File: config.mk
export PLATFORM = sky130hd
export DESIGN_NAME = multi_switch_counter_debounce
export DESIGN_NICKNAME = d
export VERILOG_FILES = /design/src/msc_pkg.sv /design/src/multi_switch_counter_debounce.sv
export SDC_FILE = /design/constraint.sdc
export NUM_CORES = 1
export LEC_CHECK = 0
export ABC_AREA = 1
export BUFFER_PORTS_ARGS = -buffer_cell sky130_fd_sc_hd__buf_2
export CAP_MARGIN = 20
export CORE_MARGIN = 4
export CORE_UTILIZATION = 35
export CTS_BUF_LIST = sky130_fd_sc_hd__clkbuf_16
export DETAILED_ROUTE_END_ITERATION = 6
export MAX_ROUTING_LAYER = met4
export PLACE_DENSITY_LB_ADDON = 0.3
export SYNTH_ARGS = -nofsm -noshare
export SYNTH_HDL_FRONTEND = slang
export SYNTH_SLANG_ARGS = --single-unit
export TNS_END_PERCENT = 100
File: constraint.sdc
create_clock -name clk -period 4.6 [get_ports clk]
set_input_delay 0.69 -clock clk [delete_from_list [all_inputs] [get_ports clk]]
set_output_delay 0.69 -clock clk [all_outputs]
set_load 0.01 [all_outputs]
File: src/msc_pkg.sv
`default_nettype none
package msc_pkg;

	// Switch port geometry
	localparam int PORT_BITS = 8;
	localparam int IDX_W     = 3;
	localparam int CNT_W     = 8;

	// Stream word widths
	localparam int IN_DATA_W  = 8;
	localparam int OUT_DATA_W = 8;

	// Configuration register map
	localparam int CFG_IDX_W  = 1;
	localparam int CFG_DATA_W = 8;
	localparam logic [CFG_IDX_W-1:0] REG_THRESHOLD = 1'd0;
	localparam logic [CFG_IDX_W-1:0] REG_ENABLE    = 1'd1;

	localparam logic [CFG_DATA_W-1:0] THRESHOLD_RST = 8'd5;
	localparam logic [CFG_DATA_W-1:0] ENABLE_RST    = 8'hFF;

	// Sample modes carried in s_tuser
	localparam logic MODE_DEBOUNCE = 1'b0;
	localparam logic MODE_SNAPSHOT = 1'b1;

	typedef logic [CNT_W-1:0] cnt_t;

endpackage
`default_nettype wire

File: src/multi_switch_counter_debounce.sv
`default_nettype none
// Counter-based debounce of an 8-bit switch port. Each input word is one
// polled sample: s_tdata holds the pin levels, s_tuser selects debounce (0)
// or snapshot (1). A snapshot loads the stable levels and emits nothing. A
// debounce sample runs every enabled bit's counter and emits one output word
// per switch whose stable level flips, in ascending bit order, with m_tlast
// on the final one of that sample. Rate: a sample is registered, then
// evaluated combinationally once the event buffer is free; a sample that
// causes no event leaves the buffer empty, and one that causes k events
// holds it until all k have moved to the output register, one per cycle
// while m_tready does not stall the output. The event buffer is the limiting
// unit. Registers take effect between samples: threshold 0 acts as 1, and
// the counters saturate at 255.
module multi_switch_counter_debounce
	import msc_pkg::*;
(
	input  wire                   clk,
	input  wire                   arst_n,
	// configuration write channel
	input  wire                   cfg_valid,
	output logic                  cfg_ready,
	input  wire [CFG_IDX_W-1:0]   cfg_index,
	input  wire [CFG_DATA_W-1:0]  cfg_data,
	// sample stream
	input  wire                   s_tvalid,
	output logic                  s_tready,
	input  wire [IN_DATA_W-1:0]   s_tdata,   // [7:0] pins
	input  wire                   s_tuser,   // [0] mode
	// change event stream
	output logic                  m_tvalid,
	input  wire                   m_tready,
	output logic [OUT_DATA_W-1:0] m_tdata,   // [2:0] switch_index, [3] new_level, [7:4] zero
	output logic                  m_tlast
);

	// Config registers
	logic [CFG_DATA_W-1:0] threshold_q;
	logic [PORT_BITS-1:0]  enable_q;

	// Input stage
	logic                 valid_s1;
	logic                 mode_s1;
	logic [PORT_BITS-1:0] pins_s1;

	// Debounce state
	logic [PORT_BITS-1:0] stable_q;
	cnt_t                 cnt_q [PORT_BITS];

	// Event buffer: pending change bits and their new levels
	logic [PORT_BITS-1:0] pend_mask_q;
	logic [PORT_BITS-1:0] pend_lvl_q;

	// Output register
	logic             out_valid_q;
	logic [IDX_W-1:0] out_idx_q;
	logic             out_lvl_q;
	logic             out_last_q;

	logic                 pend_free;
	logic                 eval;
	logic [CNT_W-1:0]     thr_eff;
	logic [PORT_BITS-1:0] evt_mask;
	cnt_t                 cnt_nxt [PORT_BITS];
	logic                 out_load;
	logic [IDX_W-1:0]     pick_idx;
	logic [PORT_BITS-1:0] pick_bit;
	logic [PORT_BITS-1:0] pend_rest;

	assign cfg_ready = 1'b1;

	// Configuration writes
	always_ff @(posedge clk or negedge arst_n) begin
		if (!arst_n) begin
			threshold_q <= THRESHOLD_RST;
			enable_q    <= ENABLE_RST;
		end else if (cfg_valid) begin
			case (cfg_index)
				REG_THRESHOLD: threshold_q <= cfg_data;
				REG_ENABLE:    enable_q    <= cfg_data[PORT_BITS-1:0];
				default: ;
			endcase
		end
	end

	// Stage 1 is evaluated once the event buffer is empty or hands out its last word
	assign pend_free = (pend_mask_q == '0) || (out_load && (pend_rest == '0));
	assign eval      = valid_s1 && pend_free;
	assign s_tready  = !valid_s1 || pend_free;

	always_ff @(posedge clk or negedge arst_n) begin
		if (!arst_n) begin
			valid_s1 <= 1'b0;
		end else if (s_tready) begin
			valid_s1 <= s_tvalid;
		end
	end

	always_ff @(posedge clk) begin
		if (s_tready && s_tvalid) begin
			mode_s1 <= s_tuser;
			pins_s1 <= s_tdata[PORT_BITS-1:0];
		end
	end

	// Per-bit counter update and flip detection
	assign thr_eff = (threshold_q == '0) ? CNT_W'(1) : threshold_q;

	always_comb begin
		for (int i = 0; i < PORT_BITS; i++) begin
			cnt_nxt[i]  = cnt_q[i];
			evt_mask[i] = 1'b0;
			if (enable_q[i]) begin
				if (pins_s1[i] == stable_q[i]) begin
					cnt_nxt[i] = '0;
				end else begin
					if (cnt_q[i] != '1)
						cnt_nxt[i] = cnt_q[i] + CNT_W'(1);
					if (cnt_nxt[i] >= thr_eff) begin
						cnt_nxt[i]  = '0;
						evt_mask[i] = 1'b1;
					end
				end
			end
		end
	end

	always_ff @(posedge clk or negedge arst_n) begin
		if (!arst_n) begin
			stable_q <= '0;
			for (int i = 0; i < PORT_BITS; i++)
				cnt_q[i] <= '0;
		end else if (eval) begin
			if (mode_s1 == MODE_SNAPSHOT) begin
				stable_q <= pins_s1;
			end else begin
				stable_q <= (stable_q & ~evt_mask) | (pins_s1 & evt_mask);
				for (int i = 0; i < PORT_BITS; i++)
					cnt_q[i] <= cnt_nxt[i];
			end
		end
	end

	// Lowest pending event goes next
	always_comb begin
		pick_idx = '0;
		for (int i = PORT_BITS - 1; i >= 0; i--) begin
			if (pend_mask_q[i])
				pick_idx = IDX_W'(i);
		end
	end

	assign pick_bit  = pend_mask_q & (~pend_mask_q + PORT_BITS'(1));
	assign pend_rest = pend_mask_q & ~pick_bit;
	assign out_load  = (pend_mask_q != '0) && (!out_valid_q || m_tready);

	// Event buffer; a new sample refills it as the last word leaves
	always_ff @(posedge clk or negedge arst_n) begin
		if (!arst_n) begin
			pend_mask_q <= '0;
		end else if (eval) begin
			pend_mask_q <= (mode_s1 == MODE_DEBOUNCE) ? evt_mask : '0;
		end else if (out_load) begin
			pend_mask_q <= pend_rest;
		end
	end

	always_ff @(posedge clk) begin
		if (eval)
			pend_lvl_q <= pins_s1;
	end

	// Output register
	always_ff @(posedge clk or negedge arst_n) begin
		if (!arst_n) begin
			out_valid_q <= 1'b0;
		end else if (out_load) begin
			out_valid_q <= 1'b1;
		end else if (m_tready) begin
			out_valid_q <= 1'b0;
		end
	end

	always_ff @(posedge clk) begin
		if (out_load) begin
			out_idx_q  <= pick_idx;
			out_lvl_q  <= pend_lvl_q[pick_idx];
			out_last_q <= (pend_rest == '0);
		end
	end

	assign m_tvalid = out_valid_q;
	assign m_tlast  = out_last_q;
	assign m_tdata  = {(OUT_DATA_W - IDX_W - 1)'(0), out_lvl_q, out_idx_q};

endmodule
`default_nettype wire

# Word level (Yosys, flattened, before mapping)
# Index checks and enable logic that the tools add are counted.
# op_classes
magnitude_cmp	9
n_div	0
n_addsub	9
n_eq_ne	16
bitwise_logic	10
reduce_logical	25
n_mul	0
mux	81
shifts	0
# ops
cell	count
8-bit 2-to-1 mux	45
8-bit by 1-bit adder with 8-bit output (second input constant)	9
8-bit >= comparator	8
8-bit != test (second input constant)	8
8-bit bitwise AND	4
1-bit 2-to-1 mux	27
8-bit zero test	3
3-bit 2-to-1 mux	8
8-bit NOT	3
3-bit AND reduction	8
1-bit equality test	8
8-bit OR	1
8-bit nonzero test	1
1-bit logical AND	4
3-bit by 4-bit less-than comparator with 1-bit output (second input constant)	1
2-bit AND reduction	2
2-bit nonzero test	2
1-bit binary-select mux with 3-bit select	1
1-bit logical OR	3
1-bit zero test	2
1-bit NOT	2
# totals
regBits	120
output_inout_bits	12
ramBits	0
wordCells	170
inputBits	23
rom_bits	0
latch_bits	0
memories	0

# Depth between registers and ports, before layout
# Gate-level depths: netlist of run 1.
# depth
word_depth	12
mapped_depth	21
mapped_depth_nobuf	21

# Worst setup path before layout of run 1
# OpenSTA, ideal clock, no wires.
# synth_path
kind	flip-flop to flip-flop
start	register cnt_q[56] (netlist bit)
end	register cnt_q[56] (netlist bit)
arrival_ps	2497
path_buffers	0
setup_ps	76
path_stages_with_launch	18
synth_period_minus_slack_ps	2573
required_time_ps	4524
setup_slack_ps	2027
cell_sequence	dfrtp_1 ha_1 nand2_1 nor2_1 nand2_1 mux2_2 ha_1 o21ai_0 nand3_1 nand2_1 nand2_1 nand2_1 nand2_1 nand2_1 nand2_1 nor2_1 nand2_1 o21ai_1
# synth_between
elab_chain_len	7
word_cells_on_any_way	8
classes_between	add/sub (1); order compare (1); eq/ne (1); mux (5)
# synth_rtl
item	line_no	source
start: declaration	multi_switch_counter_debounce.sv:47	cnt_t cnt_q [PORT_BITS];
start signal: indexed assignment	multi_switch_counter_debounce.sv:138	cnt_q[i] <= cnt_nxt[i];
8-bit by 1-bit adder with 8-bit output / 8-bit != test (equally long branches)	multi_switch_counter_debounce.sv:117, multi_switch_counter_debounce.sv:116	
8-bit 2-to-1 mux *	multi_switch_counter_debounce.sv:116	if (cnt_q[i] != '1)
8-bit 2-to-1 mux *	multi_switch_counter_debounce.sv:113	if (pins_s1[i] == stable_q[i]) begin
8-bit 2-to-1 mux *	multi_switch_counter_debounce.sv:112	if (enable_q[i]) begin
8-bit >= comparator	multi_switch_counter_debounce.sv:118	if (cnt_nxt[i] >= thr_eff) begin
8-bit 2-to-1 mux *	multi_switch_counter_debounce.sv:118	
8-bit 2-to-1 mux *	multi_switch_counter_debounce.sv:113	
# Every way passes the cells marked *; elsewhere a longest branch is shown, timed or not. The select of a mux whose other input is x is not followed.
# A chain may end at the register's enable or synchronous reset.

# Worst setup path after layout of run 1
# layout_path
start	register threshold_q[2]
end	register cnt_q[62] (netlist bit)
# layout_between
elab_chain_len	5
# layout_rtl
item	line_no	source
start: declaration	multi_switch_counter_debounce.sv:37	logic [CFG_DATA_W-1:0] threshold_q;
start signal: assignment	multi_switch_counter_debounce.sv:78	REG_THRESHOLD: threshold_q <= cfg_data;
8-bit zero test	multi_switch_counter_debounce.sv:106	assign thr_eff = (threshold_q == '0) ? CNT_W'(1) : threshold_q;
8-bit 2-to-1 mux *	multi_switch_counter_debounce.sv:106	
8-bit >= comparator *	multi_switch_counter_debounce.sv:118	
8-bit 2-to-1 mux *	multi_switch_counter_debounce.sv:118	
8-bit 2-to-1 mux *	multi_switch_counter_debounce.sv:113	
# Every way passes the cells marked *; elsewhere a longest branch is shown, timed or not.

==> results of run 1 <==
==> synthesized netlist by cell type (all sizes together) <==
cell type / number
nand2: 322
inv: 153
nor2: 104
o21ai: 99
dfrtp: 88
nand3: 76
ha: 64
a21oi: 47
nor3: 28
edfxtp: 22
buf: 19
xor2: 19
xnor2: 11
dfstp: 10
nand4: 10
a211oi: 8
mux2: 6
o211ai: 3
or2: 3
and2: 2
clkbuf: 2
conb: 2
nor4: 2
o21a: 2
a31oi: 1
a41o: 1
nand3b: 1
o21bai: 1
o22ai: 1
==> registers in the layout (all words and copies together), names as in the netlist, named ones only <==
name         count
out_lvl_q        1
cnt_q           64
mode_s1          1
m_tlast          1
threshold_q      8
pend_mask_q      8
valid_s1         1
out_idx_q        3
pins_s1          8
enable_q         8
m_tvalid         1
pend_lvl_q       8
==> path summary, 6_finish.rpt <==
path / start / endpoint / slack [ns] / cells past startpoint
max: threshold_q[2] / cnt_q[62] / 1.51 / 14
min: arst_n / cnt_q[34] / 0.19 / 1
max reg2reg: threshold_q[2] / cnt_q[62] / 1.51 / 14
min reg2reg: threshold_q[5] / threshold_q[5] / 0.49 / 2
max in group asynchronous: arst_n / enable_q[2] / 3.49 / 2
min in group clk: s_tdata[0] / pins_s1[0] / 0.44 / 1
==> layout make-up <==
class	instances	area share, %
tap	313	4.25
clock inverter	13	1.25
timing repair buffer	31	1.77
multi-input combinational	816	47.4
clock buffer	19	5.16
sequential	120	33.9
inverter	153	6.24
==> per-stage QoR <==
step	total power (uW)	util, %	hold slack, ns	area [sq um]
global placement	1560	37.7	0.467	8620
finish	2870	40.3	0.193	9210
detailed placement	1570	37.7	0.476	8620
global route	3030	40.3	0.216	9210
CTS	2910	40.3	0.205	9210
floorplan	1450	-	0.394	8200
==> cells by family after synthesis <==
kind of cell    share of synthesized area, %
simple gates                            28.6
buf+inv                                 8.61
compound gates                          10.7
flops                                   38.2
fa+ha+maj                               9.78
xor+xnor                                3.21
mux                                    0.826
other cells                           0.0918
==> layer usage <==
metal	GRT usage, %	vias to the layer above
met5	-	-
met2	25.8	118
met4	4.73	0
met1	22.0	3175
li1	-	3647
met3	3.28	20
==> power breakdown <==
part           switching [uW]  internal (uW)  total [uW]
Clock                     518            808        1330
Combinational             247            117         364
Sequential               51.5           1130        1190
Total                     816           2060        2870
==> implementation parameters, run 1 <==
Parameter                              Value

Clock tree
  Insertion delay of the later-clocked pin in the worst-skew pair ... about 0.42 ns
  CTS tree ... done
  Cell chosen for the clock root ... sky130_fd_sc_hd__clkbuf_16
  Post-CTS Setup Inserts ... 0
  Clock slew seen by the registers of the worst setup and hold paths ... roughly 0.060 ns
  H-tree Lvls ... 4
  Count of instances resized after the clock tree is built ... 0
  Bufs on Longest Clock Path ... 2
  Clock tree sinks ... 120
  Post-cts hold buffer count ... 0
  CTS buffer count ... 17

Floorplanning
  Number of placement rows ... 55
  Die width ... 161 microns
  Vert. Die Dim ... about 160 microns
  Starting Density ... a little over a third
  Ports ... 35
  Core box area ... roughly 0.023 sq mm
  Total die area ... ~0.026 sq mm

Pwr
  Static leakage power ... around 0.0045 uW
  Power density normalized to cell area ... 312 mW/mm^2
  Largest vdd supply drop ... approximately 0.00015 V

Timing
  Post-route minimum period ... a little over 3 ns
  Clock Skews ... ~0.0079 ns
  RSZ-0062 raised after global routing ... false
  Final Hold Vio Count ... 0
  Headroom to the max-slew limit ... between 50% and 60%
  Transition time of the tightest slew-check pin ... between 0.7 and 0.8 ns
  FMAX ... ~0.32 GHz
  Number of pins with negative max-slew slack in the final report ... 0
  Worst setup margin ... ~1.5 ns
  Setup violations, final ... 0
  Total Negative Setup Slacks ... 0 ns
  Fraction of the cycle the final worst path needs ... approximately 67%

Synth
  Top cells by area, synth ... sky130_fd_sc_hd__dfrtp_1 (27%), sky130_fd_sc_hd__nand2_1 (14%), sky130_fd_sc_hd__ha_1 (9.8%)
  Number of distinct library cells after synthesis ... 40
  Warnings, synthesis ... 0
  Cell type with the largest total area after synthesis ... sky130_fd_sc_hd__dfrtp_1
  Syn Area/Cell ... ~7.4 sq um
  Fraction of the yosys area taken by sequential cells ... about two fifths
  Cells after synthesis ... about 1,100
  Portion of synthesized cell area occupied by the leading cell type ... 26.9%
  Synthesized area ... 0.00818 sq mm
  Flip-flop and latch count after synthesis ... 120

Placement
  Setup slack after placement ... roughly 1.5 ns
  Detailed placer's ending HPWL ... about 15,000 microns
  Routability congestion estimate from global placement ... 0.889
  Number of port buffers ... 29
  Placed Instances ... roughly 1,400

Min path
  Kind of path behind the tightest hold check ... input port to asynchronous set/reset pin

GRT
  Pin count of the biggest net entering global routing ... 45
  Initial antenna violation count ... 0
  Total global routing overflow ... 0
  Global-route wire length before repair ... approximately 33,000 microns
  Number of global-route vias before repair ... 6,579
  GRT Resource Usage Total ... between 15 and 20%

Worst setup path
  Required time at the worst-slack endpoint ... roughly 5.0 ns
  Combined buffer and inverter count along the critical path ... 0
  CP cell instances ... nor4_1, a41o_1, ha_1, o21ai_0, nand3_1, nand2_1, nand2_1, nand2_1, nand2_1, nand2_1, nand2_1, nor2_1, nand2_1, o21ai_1
  Setup crit start kind ... flop
  Largest stage delay on the critical path ... 0.52 ns
  Crit. End Element ... flop
  Kind of cell adding the most delay to the critical path ... simple AND/OR/NAND/NOR gates
  CP max-delay cell ... sky130_fd_sc_hd__a41o_1
  Crit-path most repeated cell ... sky130_fd_sc_hd__nand2_1
  Arrival @ worst endpoint ... 3.44 ns
  Class of the most critical setup path ... flop to flop
  Maximum fanout count along the critical path ... 11

Finish
  Area taken by multi-input logic gates ... between 0.004 and 0.005 sq mm
  Footprint of the flip-flops and latches ... approximately 0.0031 sq mm
  Filler cells ... about 2,400
  Final Non-Filler Cells ... 1,465
  Growth of design area from synthesis to finish ... 12.5%
  Commonest cells after routing, fill and taps aside ... sky130_fd_sc_hd__nand2_1 (316), sky130_fd_sc_hd__inv_1 (153), sky130_fd_sc_hd__nor2_1 (98), sky130_fd_sc_hd__dfrtp_1 (88), sky130_fd_sc_hd__o21ai_0 (77)
  Proportion of layout cells with a drive suffix above 1 ... 9.03%
  Nets ... 1,226
  Commonest non-fill, non-tap cell in the layout ... sky130_fd_sc_hd__nand2_1
  Number of diodes ... 0

Routing
  DRC viols ... 0
  Number of DRC violations after detailed-routing iteration 0 ... roughly 430
  Routed length on met2 ... around 9300 microns
  Avg Vias per Cell ... ~4.8
  Wirelength, routed ... 20,000 microns
  Average detailed-routed wire length per instance ... around 14 microns
  Met1 WL ... 9760 microns
  Length of the first detailed-routing pass in iterations ... 5
  Detailed-routed wire length on met3 ... between 600 and 700 microns
  Top Layer Used ... met4
  Final ANT Viol Nets ... 0
  Vias post-DR ... approximately 7,000

Status
  Status ... completed

Flow run
  Max Cap Viol ... 0
Power figures use the tool's default switching activity.
==> inputs of run 2 (changes only) <==
--- a/config.mk
+++ b/config.mk
@@ -5,7 +5,7 @@
 export SDC_FILE = /design/constraint.sdc
 export NUM_CORES = 1
 export LEC_CHECK = 0
-export ABC_AREA = 1
+export ABC_AREA = 0
 export BUFFER_PORTS_ARGS = -buffer_cell sky130_fd_sc_hd__buf_2
 export CAP_MARGIN = 20
 export CORE_MARGIN = 4
==> constraint.sdc (replaced) <==
create_clock -name clk -period 3.09 [get_ports clk]
set_input_delay 0.4635 -clock clk [delete_from_list [all_inputs] [get_ports clk]]
set_output_delay 0.4635 -clock clk [all_outputs]
set_load 0.01 [all_outputs]
==> run 2 against run 1 <==
Against the previous run: combinational power increased to 5.1 times the previous value; power increased by 110%; highest routed layer unchanged; utilization increased by 3.4 points; worst hold slack got worse by 0.11 ns; fmax increased by 4.2%; clock power increased by 67%; sequential share of layout area decreased by 1.5 points; clock skew increased by 0.0072 ns; non-clock buffer count increased by 63.
==> implementation parameters, run 2 <==
Parameter                              Value

Worst setup path
  Class of the most critical setup path ... flop to flop
  Crit. End Element ... flop
  Largest stage delay on the critical path ... between 0.4 and 0.5 ns
  Required time at the worst-slack endpoint ... around 3.5 ns
  Crit-path most repeated cell ... sky130_fd_sc_hd__buf_4
  Launch point of the worst reg-to-reg path ... cnt_q[9]
  CP max-delay cell ... sky130_fd_sc_hd__dfrtp_1
  Setup crit start kind ... flop
  Worst Setup SP ... cnt_q[9]
  CP cell instances ... ha_2, nand3_2, or2_4, mux2_2, ha_1, a21oi_2, a221oi_2, or3_4, buf_4, buf_4, a311oi_2, o21a_1
  Arrival @ worst endpoint ... 3.33 ns
  Maximum fanout count along the critical path ... 7
  Depth of the most critical reg-to-reg path ... 12

Floorplanning
  Vert. Die Dim ... ~160 microns
  Ports ... 35
  Core box area ... around 0.022 sq mm
  Starting Density ... 36.0%
  Die width ... 159 microns
  Number of placement rows ... between 50 and 60
  Total die area ... between 0.02 and 0.03 sq mm

Placement
  Detailed placer's ending HPWL ... around 15,000 microns
  Placed Instances ... about 1,200
  Number of port buffers ... 29
  Routability congestion estimate from global placement ... slightly above 0.8

Clock tree
  Bufs on Longest Clock Path ... 2
  Insertion delay of the later-clocked pin in the worst-skew pair ... 0.42 ns
  Clock slew seen by the registers of the worst setup and hold paths ... 0.06 ns
  H-tree Lvls ... 4
  Post-cts hold buffer count ... 0
  Cell chosen for the clock root ... sky130_fd_sc_hd__clkbuf_16
  Clock tree sinks ... 120
  CTS tree ... done
  CTS buffer count ... 17

Timing
  Fraction of the cycle the final worst path needs ... a little under 100%
  RSZ-0062 raised after global routing ... true
  Number of pins with negative max-slew slack in the final report ... 0
  Post-route minimum period ... ~3.0 ns
  Min Hold Slack ... ~0.087 ns
  Setup violations, final ... 0
  FMAX ... about 0.34 GHz
  Final Hold Vio Count ... 0
  Headroom to the max-slew limit ... between 40% and 50%
  Transition time of the tightest slew-check pin ... about 0.86 ns
  Clock Skews ... approximately 0.015 ns

Synth
  Share of flip-flops with an asynchronous set or reset ... 81.7%
  Synthesized area ... roughly 0.008 sq mm
  Top cells by area, synth ... sky130_fd_sc_hd__dfrtp_1 (28%), sky130_fd_sc_hd__ha_1 (10%), sky130_fd_sc_hd__edfxtp_1 (8.3%)
  EDFF count, synth ... 22
  Cell type with the largest total area after synthesis ... sky130_fd_sc_hd__dfrtp_1
  Fraction of the yosys area taken by sequential cells ... slightly below 40%
  Number of distinct library cells after synthesis ... 66
  Flip-flop and latch count after synthesis ... 120
  Syn Area/Cell ... around 9.1 sq um
  Warnings, synthesis ... 0
  Most repeated cell in the gate-level netlist after synthesis ... sky130_fd_sc_hd__nand2_1
  Most instantiated flip-flop cell in the synthesis netlist ... sky130_fd_sc_hd__dfrtp_1
  Portion of synthesized cell area occupied by the leading cell type ... roughly 28%
  Cells after synthesis ... between 800 and 900
  List of most frequent post-synthesis cells ... sky130_fd_sc_hd__nand2_1 (123), sky130_fd_sc_hd__dfrtp_1 (88), sky130_fd_sc_hd__o21ai_0 (72)

Pwr
  Largest vdd supply drop ... between 0.0004 and 0.0005 V
  Power after layout ... 6110 uW
  Power density normalized to cell area ... 633 mW/mm^2
  Static leakage power ... ~0.0045 uW

Min path
  Kind of path behind the tightest hold check ... input port to asynchronous set/reset pin

Flow run
  Max Cap Viol ... 0

Finish
  Proportion of layout cells with a drive suffix above 1 ... between 20% and 30%
  Final Non-Filler Cells ... 1,255
  Growth of design area from synthesis to finish ... 21.4%
  Commonest non-fill, non-tap cell in the layout ... sky130_fd_sc_hd__nand2_1
  Most flop-heavy register ... cnt_q
  Flip-flop count of the largest register after layout ... 64
  Nets ... approximately 1,000
  Number of diodes ... 0
  Commonest cells after routing, fill and taps aside ... sky130_fd_sc_hd__nand2_1 (121), sky130_fd_sc_hd__dfrtp_1 (83), sky130_fd_sc_hd__buf_4 (65), sky130_fd_sc_hd__o21ai_0 (63), sky130_fd_sc_hd__a21oi_1 (60)

Routing
  Final ANT Viol Nets ... 0
  Wirelength, routed ... slightly above 20,000 microns
  Vias post-DR ... ~6,600
  Number of DRC violations after detailed-routing iteration 0 ... 454
  DRC viols ... 0
  Average detailed-routed wire length per instance ... around 16 microns
  Avg Vias per Cell ... about 5.3
  Length of the first detailed-routing pass in iterations ... 5

GRT
  Number of global-route vias before repair ... ~6,300
  GRT Resource Usage Total ... between 10% and 20%
  Global-route wire length before repair ... approximately 33,000 microns
  Initial antenna violation count ... 0
  Total global routing overflow ... 0
  Pin count of the biggest net entering global routing ... 54

Status
  Status ... completed
[run 2: layout make-up]
type / count / area, sq um
Inverter: 29 / 109
Fill cell: 2103 / 12400
Sequential cell: 120 / 3130
Multi-Input combinational cell: 700 / 4760
Timing Repair Buffer: 94 / 648
Clock inverter: 13 / 183
Clock buffer: 19 / 475
Tap cell: 280 / 350
[run 2: path summary, 6_finish.rpt]
path	endpoint	slack (ns)
max in group asynchronous	enable_q[4]	2.24
setup / recovery	cnt_q[10]	0.12
hold reg to reg	pend_lvl_q[6]	0.52
hold / removal	cnt_q[36]	0.09
setup reg to reg	cnt_q[10]	0.12
min in group clk	pins_s1[5]	0.21
[run 2: worst max-delay path: cells and delay by family (launching register included)]
| kind | cells | cell delay, ns |
|---|---|---|
| mux | 1 | 0.30 |
| simple gates | 3 | 0.81 |
| buf+inv | 2 | 0.27 |
| fa+ha+maj | 2 | 0.54 |
| compound gates | 4 | 0.58 |
| flops | 1 | 0.42 |
[run 2: logic make-up (layout without fill, tap and decap cells)]
kind of cell / count (synthesis) / count (layout) / share of synthesized area, %
AOI/OAI and AO/OA: 232 / 232 / 18.1
xor gates and xnor gates: 34 / 34 / 3.74
adders and majority gates: 68 / 68 / 10.6
buffers and inverters: 62 / 155 / 3.24
DFF: 120 / 120 / 39.3
muxes: 32 / 32 / 4.43
other: 2 / 5 / 0.0944
and+or+nand+nor: 329 / 329 / 20.5
[run 2: stage by stage]
stage	setup TNS, ns	setup slack, ns	util (%)	area (sq um)
2_1_floorplan	0	0.0313	-	7970
3_3_place_gp	0	0.0880	39.6	8740
3_5_place_dp	0	0.00322	39.6	8740
4_1_cts	0	0.0221	42.6	9410
5_1_grt	-0.0280	-0.0148	43.7	9660
6_report	0	0.122	43.7	9660
[run 2: per-layer routing]
metal  share of wire (%)  vias to the layer above  wire [microns]  GRT usage, %
li1                    -                     3364               -             -
met1                  50                     3107           10200          23.3
met2                  43                      148            8740          24.1
met3                 4.7                       28             960          3.47
met4                 2.0                        0             401          5.09
met5                   0                        -               0             -
[run 2: power by group]
group,switching [uW],internal [uW]
clock network,710,1510
logic,998,838
registers,218,1840
[run 2: what timing repair did]
| item | CTS | global route |
|---|---|---|
| gates resized for setup | 3 | 56 |
| endpoints found under the setup margin | 3 | 59 |
| pin swaps | 0 | 9 |
| buffers inserted | 0 | 10 |
==> inputs of run 3 (changes only) <==
--- a/config.mk
+++ b/config.mk
@@ -8,10 +8,12 @@
 export ABC_AREA = 0
 export BUFFER_PORTS_ARGS = -buffer_cell sky130_fd_sc_hd__buf_2
 export CAP_MARGIN = 20
+export CORE_ASPECT_RATIO = 1.2
 export CORE_MARGIN = 4
 export CORE_UTILIZATION = 35
 export CTS_BUF_LIST = sky130_fd_sc_hd__clkbuf_16
 export DETAILED_ROUTE_END_ITERATION = 6
+export GPL_ROUTABILITY_DRIVEN = 0
 export MAX_ROUTING_LAYER = met4
 export PLACE_DENSITY_LB_ADDON = 0.3
 export SYNTH_ARGS = -nofsm -noshare
==> run 3 against run 2 <==
Against the previous run: cell count fell by 0.16%; flip-flop and latch count unchanged; critical path depth unchanged; the flow now finishes with violations (hold timing); global-route usage fell by 0.24 points; clock skew decreased by 0.0086 ns; highest routed layer unchanged.
==> implementation parameters, run 3 (synthesis gave the netlist of run 2 again) <==
Parameter                              Value

Clock tree
  H-tree Lvls ... 4
  Bufs on Longest Clock Path ... 2
  Insertion delay of the later-clocked pin in the worst-skew pair ... 0.41 ns
  Cell chosen for the clock root ... sky130_fd_sc_hd__clkbuf_16
  Post-cts hold buffer count ... 0
  Clock tree sinks ... 120
  CTS buffer count ... 17
  Clock slew seen by the registers of the worst setup and hold paths ... roughly 0.05 ns
  CTS tree ... done

GRT
  Pin count of the biggest net entering global routing ... 70
  Global-route wire length before repair ... around 33,000 microns
  Number of global-route vias before repair ... approximately 6,500
  GRT Resource Usage Total ... roughly 16%
  Total global routing overflow ... 0
  Global routing met2 resource utilization ... ~27%
  Grt peak-use layer ... met2
  Met1 Use GR ... between 20% and 30%
  Initial antenna violation count ... 0
  Met3 track demand over resource in global routing ... 2.86%

Flow run
  Max Cap Viol ... 0

Timing
  Clock Skews ... between 0.006 and 0.007 ns
  Post-route minimum period ... between 2 and 3 ns
  Fraction of the cycle the final worst path needs ... 97.0%
  Number of pins with negative max-slew slack in the final report ... 0
  Setup violations, final ... 0
  Transition time of the tightest slew-check pin ... 0.641 ns
  Headroom to the max-slew limit ... between 50% and 60%
  Total Negative Setup Slacks ... 0 ns
  Final Hold Vio Count ... 4
  FMAX ... 0.334 GHz
  RSZ-0062 raised after global routing ... true
  Min Hold Slack ... -0.00286 ns

Status
  Status ... complete, but fails checks
  Violated checks ... hold timing

Worst setup path
  Arrival @ worst endpoint ... between 3 and 4 ns
  Crit. End Element ... flop
  Setup crit start kind ... flop
  Maximum fanout count along the critical path ... 9
  Class of the most critical setup path ... flop to flop
  Required time at the worst-slack endpoint ... between 3 and 4 ns

Routing
  Avg Vias per Cell ... 5.36
  Final ANT Viol Nets ... 0
  Length of the first detailed-routing pass in iterations ... 5
  Wirelength, routed ... about 20,000 microns
  Vias post-DR ... 6,718
  DRC viols ... 0
  Average detailed-routed wire length per instance ... about 16 microns
  Number of DRC violations after detailed-routing iteration 0 ... between 300 and 400

Finish
  Area taken by multi-input logic gates ... 0.00473 sq mm
  Nets ... 1,048
  Commonest cells after routing, fill and taps aside ... sky130_fd_sc_hd__nand2_1 (122), sky130_fd_sc_hd__dfrtp_1 (82), sky130_fd_sc_hd__o21ai_0 (64), sky130_fd_sc_hd__buf_4 (64), sky130_fd_sc_hd__a21oi_1 (62)
  Growth of design area from synthesis to finish ... 20.4%
  Most flop-heavy register ... cnt_q
  Proportion of layout cells with a drive suffix above 1 ... between 20% and 30%
  Number of diodes ... 0
  Filler cells ... approximately 2,100
  Final Non-Filler Cells ... ~1,300
  Commonest non-fill, non-tap cell in the layout ... sky130_fd_sc_hd__nand2_1
  Footprint of the flip-flops and latches ... 0.00313 sq mm
  Flip-flop count of the largest register after layout ... 64

Floorplanning
  Die width ... 146 microns
  Core box area ... between 0.02 and 0.025 sq mm
  Number of placement rows ... 60
  Vert. Die Dim ... about 170 microns
  Total die area ... between 0.02 and 0.03 sq mm
  Starting Density ... between 30% and 40%
  Ports ... 35

Min path
  Kind of path behind the tightest hold check ... input port to asynchronous set/reset pin

Pwr
  Largest vdd supply drop ... between 0.0003 and 0.0004 V
  Power density normalized to cell area ... approximately 620 mW/mm^2
  Static leakage power ... 0.00444 uW

Placement
  Number of port buffers ... 29
  Detailed placer's ending HPWL ... 14,300 microns
  Placed Instances ... around 1,200
## run 3: cell types whose count changed in the layout (fill, tap and decap cells not counted), sizes merged
cell / delta
clkinv: +2
clkbuf: -2
buf: -1
## run 3: final cells by class
cell class	instances	share of cell area [%]
timing repair buffer	93	6.69
tap	279	3.64
multi-input combinational	700	49.4
clock buffer	17	4.44
sequential	120	32.7
inverter	29	1.14
clock inverter	15	2.01
## run 3: per-stage QoR
stage,total power [uW],setup slack (ns),instance area [sq um],util [%]
5_1_grt,6380,-0.0505,9580,42.8
3_5_place_dp,3760,-0.0250,8730,39.0
6_report,5980,0.0921,9580,42.8
4_1_cts,5900,0.0441,9360,41.9
2_1_floorplan,3180,0.0313,7970,-
3_3_place_gp,3710,0.0106,8730,39.0
## run 3: what timing repair did
action,4_1_cts,5_1_grt
cloned,0,0
endpoints found under the setup margin,6,54
buffers inserted,1,9
pin swaps,0,7
gates resized for setup,3,48
## run 3: critical path: stages (launching register included)
cell and delay, ns:
sky130_fd_sc_hd__dfrtp_2 0.45, sky130_fd_sc_hd__ha_4 0.18, sky130_fd_sc_hd__and3_2 0.24, sky130_fd_sc_hd__a31oi_2 0.23
sky130_fd_sc_hd__a21oi_1 0.07, sky130_fd_sc_hd__ha_1 0.29, sky130_fd_sc_hd__and3_1 0.16, sky130_fd_sc_hd__a221o_1 0.36
sky130_fd_sc_hd__a21oi_2 0.17, sky130_fd_sc_hd__o211ai_1 0.11, sky130_fd_sc_hd__buf_4 0.18, sky130_fd_sc_hd__or4_1 0.40
sky130_fd_sc_hd__nand2_1 0.08
## run 3: layer usage
| metal | wire, microns | share of wire, % |
|---|---|---|
| met5 | 0 | 0 |
| met4 | 268 | 1.3 |
| met3 | 642 | 3.2 |
| met2 | 9750 | 49 |
| met1 | 9310 | 47 |
## run 3: path summary, 6_finish.rpt
check / start / to / slack, ns / cells after the start
worst max-delay path: cnt_q[41] / cnt_q[40] / 0.09 / 12
worst max register to register: cnt_q[41] / cnt_q[40] / 0.09 / 12
max in group asynchronous: arst_n / enable_q[4] / 2.33 / 2
min in group clk: s_tuser / mode_s1 / 0.24 / 1
worst min-delay path: arst_n / cnt_q[7] / -0.003 / 1
worst min register to register: pins_s1[7] / pend_lvl_q[7] / 0.51 / 0
## run 3: report_power, final
part	total (uW)	internal [uW]	switching [uW]
logic	1810	832	974
clock network	2100	1410	699
registers	2070	1850	228
total	5980	4080	1900
